**src/rtl/core/mpl_pkg.sv**
```systemverilog
`timescale 1ns / 1ps
// Shared types, constants and the log2 interpolation table for the min-p logit filter.
// Standalone package; used by every module of the block.
package mpl_pkg;

  localparam int LogitWidth      = 24;
  localparam int FracWidth       = 17;
  localparam int LogTableEntries = 16;
  localparam int TabIdxW         = $clog2(LogTableEntries + 1);
  localparam int QueueDepth      = 4;
  localparam int QPtrW           = $clog2(QueueDepth);
  localparam int QCntW           = $clog2(QueueDepth + 1);
  localparam int MagWidth        = 17;
  localparam int DistWidth       = 21;
  localparam int ThrW            = ((LogitWidth > MagWidth) ? LogitWidth : MagWidth) + 1;

  localparam logic [FracWidth-1:0]         FracOne = FracWidth'(65536);
  localparam logic [15:0]                  Ln2Q16  = 16'd45426;
  localparam logic signed [LogitWidth-1:0] NegInf  = {1'b1, {(LogitWidth - 1){1'b0}}};

  localparam logic CmdMax  = 1'b0;
  localparam logic CmdMask = 1'b1;

  typedef enum logic {
    BkRun,
    BkLog
  } back_state_e;

  typedef struct packed {
    logic                         cmd;
    logic signed [LogitWidth-1:0] logit;
    logic [FracWidth-1:0]         frac;
    logic                         first;
    logic                         last;
  } item_t;

  typedef struct packed {
    logic                 start;
    logic [FracWidth-1:0] frac;
  } ln_req_t;

  typedef struct packed {
    logic                done;
    logic [MagWidth-1:0] mag;
  } ln_rsp_t;

  typedef logic [16:0] log_tab_t [LogTableEntries + 1];

  function automatic log_tab_t build_log_table();
    log_tab_t    tab;
    logic [63:0] v;
    logic [16:0] r;
    for (int i = 0; i <= LogTableEntries; i++) begin
      if (i == LogTableEntries) begin
        tab[i] = 17'h10000;
      end else begin
        v = ((64'(LogTableEntries) + 64'(i)) << 30) / LogTableEntries;
        r = '0;
        for (int b = 15; b >= 0; b--) begin
          v = (v * v) >> 30;
          if (v >= (64'd2 << 30)) begin
            r[b] = 1'b1;
            v    = v >> 1;
          end
        end
        tab[i] = r;
      end
    end
    return tab;
  endfunction

  localparam log_tab_t LogTable = build_log_table();

endpackage

```
**src/rtl/core/min_p_logit_filter_unit.sv**
```systemverilog
`timescale 1ns / 1ps
// Min-p logit filter top level: front end, beat queue and back end. Depends on mpl_pkg.
// Throughput: one beat per cycle on either pass, mask-pass beats only while the output is not
// stalled; a row's last max-pass beat holds the back end while the logarithm pipeline runs.
// A mask-pass beat passes through the queue and then the output register.
// Reset: asynchronous, clears queue, row state (maximum and threshold to minus infinity,
// fraction to zero) and the output valid flag.
module min_p_logit_filter_unit (
  input  logic                                  clk_i,
  input  logic                                  rst_ni,
  input  logic                                  in_valid_i,
  output logic                                  in_ready_o,
  input  logic                                  cmd_i,
  input  logic signed [mpl_pkg::LogitWidth-1:0] logit_in_i,
  input  logic [mpl_pkg::FracWidth-1:0]         min_p_i,
  input  logic                                  last_in_row_i,
  output logic                                  out_valid_o,
  input  logic                                  out_ready_i,
  output logic signed [mpl_pkg::LogitWidth-1:0] logit_out_o,
  output logic                                  was_masked_o,
  output logic                                  last_out_o
);

  mpl_pkg::item_t push_item, pop_item;
  logic           push, pop, q_full, q_valid;

  mpl_front u_front (
    .clk_i        (clk_i),
    .rst_ni       (rst_ni),
    .in_valid_i   (in_valid_i),
    .in_ready_o   (in_ready_o),
    .cmd_i        (cmd_i),
    .logit_in_i   (logit_in_i),
    .min_p_i      (min_p_i),
    .last_in_row_i(last_in_row_i),
    .q_full_i     (q_full),
    .push_o       (push),
    .item_o       (push_item)
  );

  mpl_queue u_queue (
    .clk_i      (clk_i),
    .rst_ni     (rst_ni),
    .push_i     (push),
    .push_item_i(push_item),
    .full_o     (q_full),
    .pop_i      (pop),
    .valid_o    (q_valid),
    .pop_item_o (pop_item)
  );

  mpl_back u_back (
    .clk_i       (clk_i),
    .rst_ni      (rst_ni),
    .q_valid_i   (q_valid),
    .q_item_i    (pop_item),
    .pop_o       (pop),
    .out_valid_o (out_valid_o),
    .out_ready_i (out_ready_i),
    .logit_out_o (logit_out_o),
    .was_masked_o(was_masked_o),
    .last_out_o  (last_out_o)
  );

endmodule

```
**src/rtl/core/mpl_front.sv**
```systemverilog
`timescale 1ns / 1ps
// Front end: accepts input beats, saturates min_p and tags the first max-pass beat of a row.
// Depends on mpl_pkg.
module mpl_front (
  input  logic                                 clk_i,
  input  logic                                 rst_ni,
  input  logic                                 in_valid_i,
  output logic                                 in_ready_o,
  input  logic                                 cmd_i,
  input  logic signed [mpl_pkg::LogitWidth-1:0] logit_in_i,
  input  logic [mpl_pkg::FracWidth-1:0]        min_p_i,
  input  logic                                 last_in_row_i,
  input  logic                                 q_full_i,
  output logic                                 push_o,
  output mpl_pkg::item_t                       item_o
);

  logic row_start_q, row_start_d;

  assign in_ready_o = !q_full_i;
  assign push_o     = in_valid_i && in_ready_o;

  always_comb begin
    item_o.cmd   = cmd_i;
    item_o.logit = logit_in_i;
    item_o.frac  = (min_p_i > mpl_pkg::FracOne) ? mpl_pkg::FracOne : min_p_i;
    item_o.first = row_start_q && (cmd_i == mpl_pkg::CmdMax);
    item_o.last  = last_in_row_i;
  end

  always_comb begin
    row_start_d = row_start_q;
    if (push_o && (cmd_i == mpl_pkg::CmdMax)) begin
      row_start_d = last_in_row_i;
    end
  end

  always_ff @(posedge clk_i or negedge rst_ni) begin
    if (!rst_ni) begin
      row_start_q <= 1'b1;
    end else begin
      row_start_q <= row_start_d;
    end
  end

endmodule

```
**src/rtl/core/mpl_queue.sv**
```systemverilog
`timescale 1ns / 1ps
// Short FIFO between front and back end, holding classified beats.
// Depends on mpl_pkg.
module mpl_queue (
  input  logic           clk_i,
  input  logic           rst_ni,
  input  logic           push_i,
  input  mpl_pkg::item_t push_item_i,
  output logic           full_o,
  input  logic           pop_i,
  output logic           valid_o,
  output mpl_pkg::item_t pop_item_o
);

  mpl_pkg::item_t                 mem_q [mpl_pkg::QueueDepth];
  logic [mpl_pkg::QPtrW-1:0]      wr_ptr_q, wr_ptr_d;
  logic [mpl_pkg::QPtrW-1:0]      rd_ptr_q, rd_ptr_d;
  logic [mpl_pkg::QCntW-1:0]      count_q, count_d;

  assign full_o     = (count_q == mpl_pkg::QCntW'(mpl_pkg::QueueDepth));
  assign valid_o    = (count_q != '0);
  assign pop_item_o = mem_q[rd_ptr_q];

  always_comb begin
    wr_ptr_d = wr_ptr_q;
    rd_ptr_d = rd_ptr_q;
    count_d  = count_q;
    if (push_i) begin
      wr_ptr_d = (wr_ptr_q == mpl_pkg::QPtrW'(mpl_pkg::QueueDepth - 1)) ? '0 : wr_ptr_q + 1'b1;
    end
    if (pop_i) begin
      rd_ptr_d = (rd_ptr_q == mpl_pkg::QPtrW'(mpl_pkg::QueueDepth - 1)) ? '0 : rd_ptr_q + 1'b1;
    end
    if (push_i && !pop_i) begin
      count_d = count_q + 1'b1;
    end else if (!push_i && pop_i) begin
      count_d = count_q - 1'b1;
    end
  end

  always_ff @(posedge clk_i or negedge rst_ni) begin
    if (!rst_ni) begin
      wr_ptr_q <= '0;
      rd_ptr_q <= '0;
      count_q  <= '0;
    end else begin
      wr_ptr_q <= wr_ptr_d;
      rd_ptr_q <= rd_ptr_d;
      count_q  <= count_d;
    end
  end

  always_ff @(posedge clk_i) begin
    if (push_i) begin
      mem_q[wr_ptr_q] <= push_item_i;
    end
  end

endmodule

```
**src/rtl/core/mpl_ln_unit.sv**
```systemverilog
`timescale 1ns / 1ps
// Three-stage pipeline giving |ln(f / 2^16)| in Q.12 for a Q0.16 fraction f.
// Depends on mpl_pkg (log2 table, ln 2 scale).
module mpl_ln_unit (
  input  logic             clk_i,
  input  logic             rst_ni,
  input  mpl_pkg::ln_req_t req_i,
  output mpl_pkg::ln_rsp_t rsp_o
);

  logic [2:0]                        vld_q;
  logic [4:0]                        lead;
  logic [4:0]                        shift;
  logic [32:0]                       shifted;
  logic [15:0]                       mant;
  logic [16+mpl_pkg::TabIdxW-1:0]    mn;
  logic [mpl_pkg::TabIdxW-1:0]       idx;
  logic [16:0]                       lo, hi;

  logic [16:0]                       lo_q, diff_q;
  logic [15:0]                       rem_q;
  logic [4:0]                        shift_q;

  logic [32:0]                       prod;
  logic [17:0]                       frac;
  logic [mpl_pkg::DistWidth-1:0]     dist_d, dist_q;

  logic [36:0]                       scaled;
  logic [mpl_pkg::MagWidth-1:0]      mag_q;

  always_comb begin
    lead = '0;
    for (int b = 0; b < mpl_pkg::FracWidth; b++) begin
      if (req_i.frac[b]) begin
        lead = 5'(b);
      end
    end
    shift   = 5'(16) - lead;
    shifted = 33'(req_i.frac) << shift;
    mant    = shifted[15:0];
    mn      = (16 + mpl_pkg::TabIdxW)'(mant) *
              (16 + mpl_pkg::TabIdxW)'(mpl_pkg::LogTableEntries);
    idx     = mn[16 +: mpl_pkg::TabIdxW];
    lo      = mpl_pkg::LogTable[idx];
    hi      = mpl_pkg::LogTable[idx + 1'b1];
  end

  always_comb begin
    prod   = 33'(diff_q) * 33'(rem_q);
    frac   = 18'(lo_q) + 18'(prod[32:16]);
    dist_d = (mpl_pkg::DistWidth'(shift_q) << 16) - mpl_pkg::DistWidth'(frac);
    scaled = 37'(dist_q) * 37'(mpl_pkg::Ln2Q16) + 37'(1 << 19);
  end

  always_ff @(posedge clk_i or negedge rst_ni) begin
    if (!rst_ni) begin
      vld_q <= '0;
    end else begin
      vld_q <= {vld_q[1:0], req_i.start};
    end
  end

  always_ff @(posedge clk_i) begin
    lo_q    <= lo;
    diff_q  <= hi - lo;
    rem_q   <= mn[15:0];
    shift_q <= shift;
    dist_q  <= dist_d;
    mag_q   <= scaled[36:20];
  end

  assign rsp_o.done = vld_q[2];
  assign rsp_o.mag  = mag_q;

endmodule

```
**src/rtl/core/mpl_back.sv**
```systemverilog
`timescale 1ns / 1ps
// Back end: tracks the row maximum, sets the threshold and masks mask-pass beats.
// Depends on mpl_pkg and mpl_ln_unit.
module mpl_back (
  input  logic                                  clk_i,
  input  logic                                  rst_ni,
  input  logic                                  q_valid_i,
  input  mpl_pkg::item_t                        q_item_i,
  output logic                                  pop_o,
  output logic                                  out_valid_o,
  input  logic                                  out_ready_i,
  output logic signed [mpl_pkg::LogitWidth-1:0] logit_out_o,
  output logic                                  was_masked_o,
  output logic                                  last_out_o
);

  mpl_pkg::back_state_e                  state_q, state_d;
  mpl_pkg::ln_req_t                      ln_req;
  mpl_pkg::ln_rsp_t                      ln_rsp;

  logic signed [mpl_pkg::LogitWidth-1:0] max_q, max_d;
  logic signed [mpl_pkg::LogitWidth-1:0] thr_q, thr_d;
  logic [mpl_pkg::FracWidth-1:0]         frac_q, frac_d;
  logic signed [mpl_pkg::ThrW-1:0]       thr_full;
  logic                                  masked;
  logic                                  pop_max, pop_mask;

  logic                                  out_valid_q;
  logic signed [mpl_pkg::LogitWidth-1:0] out_logit_q;
  logic                                  out_masked_q, out_last_q;

  mpl_ln_unit u_ln (
    .clk_i (clk_i),
    .rst_ni(rst_ni),
    .req_i (ln_req),
    .rsp_o (ln_rsp)
  );

  always_comb begin
    state_d = state_q;
    case (state_q)
      mpl_pkg::BkRun: begin
        if (pop_max && q_item_i.last) begin
          state_d = mpl_pkg::BkLog;
        end
      end
      mpl_pkg::BkLog: begin
        if (ln_rsp.done) begin
          state_d = mpl_pkg::BkRun;
        end
      end
      default: state_d = mpl_pkg::BkRun;
    endcase
  end

  always_comb begin
    pop_o = 1'b0;
    case (state_q)
      mpl_pkg::BkRun: begin
        pop_o = q_valid_i && ((q_item_i.cmd == mpl_pkg::CmdMax) || !out_valid_q || out_ready_i);
      end
      mpl_pkg::BkLog: pop_o = 1'b0;
      default:        pop_o = 1'b0;
    endcase
  end

  assign pop_max  = pop_o && (q_item_i.cmd == mpl_pkg::CmdMax);
  assign pop_mask = pop_o && (q_item_i.cmd == mpl_pkg::CmdMask);
  assign masked   = (frac_q != '0) && ($signed(q_item_i.logit) < thr_q);

  always_comb begin
    max_d  = max_q;
    frac_d = frac_q;
    if (pop_max) begin
      if (q_item_i.first) begin
        max_d  = q_item_i.logit;
        frac_d = q_item_i.frac;
      end else if ($signed(q_item_i.logit) > max_q) begin
        max_d = q_item_i.logit;
      end
    end
    ln_req.start = pop_max && q_item_i.last;
    ln_req.frac  = frac_d;
  end

  always_comb begin
    thr_full = mpl_pkg::ThrW'(max_q) - $signed(mpl_pkg::ThrW'(ln_rsp.mag));
    thr_d    = thr_q;
    if (ln_rsp.done) begin
      if ((frac_q == '0) || (thr_full < mpl_pkg::ThrW'(mpl_pkg::NegInf))) begin
        thr_d = mpl_pkg::NegInf;
      end else begin
        thr_d = mpl_pkg::LogitWidth'(thr_full);
      end
    end
  end

  always_ff @(posedge clk_i or negedge rst_ni) begin
    if (!rst_ni) begin
      state_q     <= mpl_pkg::BkRun;
      max_q       <= mpl_pkg::NegInf;
      thr_q       <= mpl_pkg::NegInf;
      frac_q      <= '0;
      out_valid_q <= 1'b0;
    end else begin
      state_q <= state_d;
      max_q   <= max_d;
      thr_q   <= thr_d;
      frac_q  <= frac_d;
      if (pop_mask) begin
        out_valid_q <= 1'b1;
      end else if (out_ready_i) begin
        out_valid_q <= 1'b0;
      end
    end
  end

  always_ff @(posedge clk_i) begin
    if (pop_mask) begin
      out_logit_q  <= masked ? mpl_pkg::NegInf : q_item_i.logit;
      out_masked_q <= masked;
      out_last_q   <= q_item_i.last;
    end
  end

  assign out_valid_o  = out_valid_q;
  assign logit_out_o  = out_logit_q;
  assign was_masked_o = out_masked_q;
  assign last_out_o   = out_last_q;

`ifndef ASSERT_OFF
  a_no_pop_in_log: assert property (@(posedge clk_i) disable iff (!rst_ni)
    (state_q == mpl_pkg::BkLog) |-> !pop_o)
    else $error("beat popped while threshold pending");

  a_done_in_log: assert property (@(posedge clk_i) disable iff (!rst_ni)
    ln_rsp.done |-> (state_q == mpl_pkg::BkLog))
    else $error("log result outside threshold wait");

  a_masked_code: assert property (@(posedge clk_i) disable iff (!rst_ni)
    (out_valid_q && out_masked_q) |-> (out_logit_q == mpl_pkg::NegInf))
    else $error("masked beat not minus infinity");
`endif

endmodule
```
**config.mk**
```make
export PLATFORM = sky130hd
export DESIGN_NAME = min_p_logit_filter_unit
export DESIGN_NICKNAME = d
export VERILOG_FILES = /design/src/rtl/core/mpl_pkg.sv /design/src/rtl/core/min_p_logit_filter_unit.sv /design/src/rtl/core/mpl_front.sv /design/src/rtl/core/mpl_queue.sv /design/src/rtl/core/mpl_ln_unit.sv /design/src/rtl/core/mpl_back.sv
export SDC_FILE = /design/constraint.sdc
export NUM_CORES = 1
export LEC_CHECK = 0
export BUFFER_PORTS_ARGS = -buffer_cell sky130_fd_sc_hd__buf_2
export CAP_MARGIN = 20
export CORE_UTILIZATION = 45
export DETAILED_ROUTE_END_ITERATION = 8
export GPL_TIMING_DRIVEN = 0
export HOLD_SLACK_MARGIN = 0.02
export PLACE_DENSITY_LB_ADDON = 0.05
export REMOVE_ABC_BUFFERS = 1
export SETUP_SLACK_MARGIN = 0.2
export SYNTH_ARGS = -nofsm -noshare
export SYNTH_HDL_FRONTEND = slang
export SYNTH_SLANG_ARGS = --single-unit
```
**constraint.sdc**
```tcl
create_clock -name clk_i -period 10.5 [get_ports clk_i]
set_clock_uncertainty 0.05 [all_clocks]
set_input_delay 0.525 -clock clk_i [delete_from_list [all_inputs] [get_ports clk_i]]
set_output_delay 0.525 -clock clk_i [all_outputs]
set_load 0.01 [all_outputs]
```
==> flow_summary.yaml <==
place:
  routabilityCongestion: 0.8733
  place_area_sq_um: 30610
  hpwl_mm: 48.56
  dpl.cell_count: 3546
  portBuffers: 74
die:
  die_w_um: 257.2
  die-area_sq_um: 66170
  ioPinCount: 75
  die_h_um: 257.2
  core-area_sq_um: 64460
  initial_core_util_pct: 45.47
  num_rows: 93
global_route:
  grt.overflow.total: 0
  grt_max_degree: 43
  grt_pass1_vias: 20476
  grt_usage_pct: 20.51
  grt_pass1_wl_mm: 108.6
  antenna_found_initial: 4
synth:
  synth-seq-area-share_pct: 33.37
  syn_area_sq_um: 29310
  ys_warn_count: 0
  synthFlopType: "edfxtp_1"
  synth.distinct_cells: 97
  async_flop_share_pct: 21.20
  netlist_instances: 2691
  synth-seq-cells: 368
  syn_area_per_cell_sq_um: 10.89
  synth_edf_count: 202
cts:
  clock_latency_ns: 0.58
  cts_buffers: 43
  htreeDepth: 2
  cts_root_buf: "clkbuf_16"
  clock_path_buffers: 3
  cts_tree: "yes"
  clkTransAtPathRegs_ns: 0.06
  cts_sinks: 368
critical_path:
  worst_ep_arrival_time_ns: 9.84
  slowest_delay_ns: 0.63
  required_ns: 10.89
  critPathMaxFanout: 27
  worst-setup-path-type: "flip-flop to flip-flop"
  critPathSlowestCell: "dfrtp_4"
  cp-end-kind: "flip-flop"
  critPathLaunchType: "flip-flop"
timing:
  fin_crit_sh_pct: 89.93
  hold_viol: 0
  max-slew-margin-rel_pct: 27.68
  worst_pin_slew_ns: 1.085
  slew_viol_final: 0
  setup-violations-final: 0
  grt_setup_unrepaired: "false"
  whs_ns: 0.1133
  max_freq_mhz: 105.9
  min_period_ns: 9.442
cells_and_area:
  diodes: 0
  stdcell_count: 3640
  layout-drive-gt1-share_pct: 10.99
  final_nets: 3386
  area_growth_pct: 10.02
  design_area_sq_um: 32250
run_status:
  outcome: "finished clean"
route:
  wirelength_mm: 64.51
  drtIter0Drc: 895
  wire_per_inst_um: 17.72
  ant_nets: 0
  dr.pass1.iters: 5
  via_count: 19082
  route.detailed.drc: 0
  viasPerCell: 5.242
hold_path:
  min_path_type: "input pin to flip-flop"
run:
  drv_cap: 0
-- sequential cells by signal, summed over array words and instances (netlist names), 5 cells and up --
| name | count |
|---|---|
| u_back.frac_q | 17 |
| u_back.u_ln.lo_q | 16 |
| u_back.u_ln.rem_q | 12 |
| u_back.u_ln.dist_q | 21 |
| u_back.u_ln.shift_q | 5 |
| u_back.u_ln.diff_q | 17 |
| u_back.max_q | 24 |
| u_queue.mem_q | 176 |
| u_back.u_ln.mag_q | 17 |
| u_back.logit_out_o | 24 |
| u_back.thr_q | 24 |
-- cells by family after synthesis --
kind of cell | synth area share, %
AO/OA/AOI/OAI | 8.140
XOR/XNOR | 2.958
adder cells (fa/ha/maj) | 31.65
buffers and inverters | 7.141
flip-flops | 33.37
multiplexers | 6.044
AND/OR/NAND/NOR | 10.69
-- cell usage in the layout, fill, tap and decap left out, drive strengths merged, types with 35 or more instances in the layout --
cell type and instances:
a21o 40, dfrtp 75, clkbuf 58, fa 256
mux4 50, nor2b 60, buf 99, o21ai 77
a21oi 88, nand2 232, ha 332, and2 63
nor2 120, xnor2 61, xor2 35, edfxtp 202
nor3 37, dfxtp 88, inv 449
-- metal layers --
metal / share of wire [%] / vias up / GRT usage [%]
met1: 47 / 9531 / 28.59
met2: 48 / 306 / 34.07
met4: 1.8 / 6 / 4.415
met3: 3.5 / 77 / 2.699
met5: 0.051 / - / 0
li1: - / 9162 / -
-- cell usage after synthesis (all sizes together) (33+ instances only) --
master | instances | area (sq um)
a21o | 40 | 300.3
a21oi | 88 | 455.4
and2 | 63 | 394.1
clkbuf | 63 | 236.5
dfrtp | 75 | 1877
dfxtp | 88 | 1762
edfxtp | 202 | 6066
fa | 256 | 5125
ha | 332 | 4154
inv | 448 | 1684
mux2 | 33 | 375.4
mux4 | 50 | 1126
nand2 | 232 | 887.1
nor2 | 120 | 455.4
nor2b | 60 | 375.4
nor3 | 37 | 185.2
o21ai | 77 | 389.1
xnor2 | 61 | 541.8
xor2 | 35 | 325.3
-- critical path, delay by kind of cell (launching register included) --
family	cells	cell delay (ns)
AO/OA/AOI/OAI	16	3.59
multiplexers	4	1.15
AND/OR/NAND/NOR	7	1.15
adder cells (fa/ha/maj)	4	1.18
XOR/XNOR	1	0.14
buffers and inverters	7	1.38
flip-flops	1	0.63
-- final timing paths --
kind                                            startpoint                             end  slack [ns]  cells past startpoint
max                        u_queue.rd_ptr_q[1]$_DFFE_PN0N_  u_back.u_ln.diff_q[15]$_DFF_P_        1.06                     39
max in group asynchronous                           rst_ni    u_back.thr_q[23]$_DFFE_PN1P_        9.24                      3
min                                         logit_in_i[22]  u_queue.mem_q[0][41]$_DFFE_PP_        0.11                      1
min in group asynchronous                           rst_ni     u_back.frac_q[13]$_DFF_PN0_        0.44                      2
min reg2reg                 u_back.u_ln.vld_q[0]$_DFF_PN0_  u_back.u_ln.vld_q[1]$_DFF_PN0_        0.31                      0
max reg2reg                u_queue.rd_ptr_q[1]$_DFFE_PN0N_  u_back.u_ln.diff_q[15]$_DFF_P_        1.06                     39
-- area by class of cell --
| class | instances | area (sq um) |
|---|---|---|
| timing repair buffer | 100 | 703.2 |
| multi-input combinational | 1787 | 17510 |
| clock inverter | 21 | 275.3 |
| sequential | 368 | 9791 |
| inverter | 451 | 1709 |
| fill | 5920 | 32210 |
| clock buffer | 58 | 1192 |
| tap | 855 | 1070 |
-- repair_timing --
action | in CTS | in global routing
gates resized for setup | 4 | 9
setup buffers | 7 | 7
setup endpoints to repair | 8 | 6
hold buffers | 1 | 0
pin swaps | 2 | 2
hold endpoints to repair | 34 | 0
-- metrics by stage --
step	utilization [%]	TNS [ns]	setup WS, ns
global placement	47.11	-31.88	-2.984
floorplan	-	-0.6872	-0.2590
CTS	49.89	0	0.2611
finish	50.03	0	1.058
detailed placement	47.48	-3.071	-0.6881
global route	50.03	0	0.2256
Power is left out: the tool's default activity adds up to more than one toggle a clock period on the data nets, which glitch-free logic cannot reach.
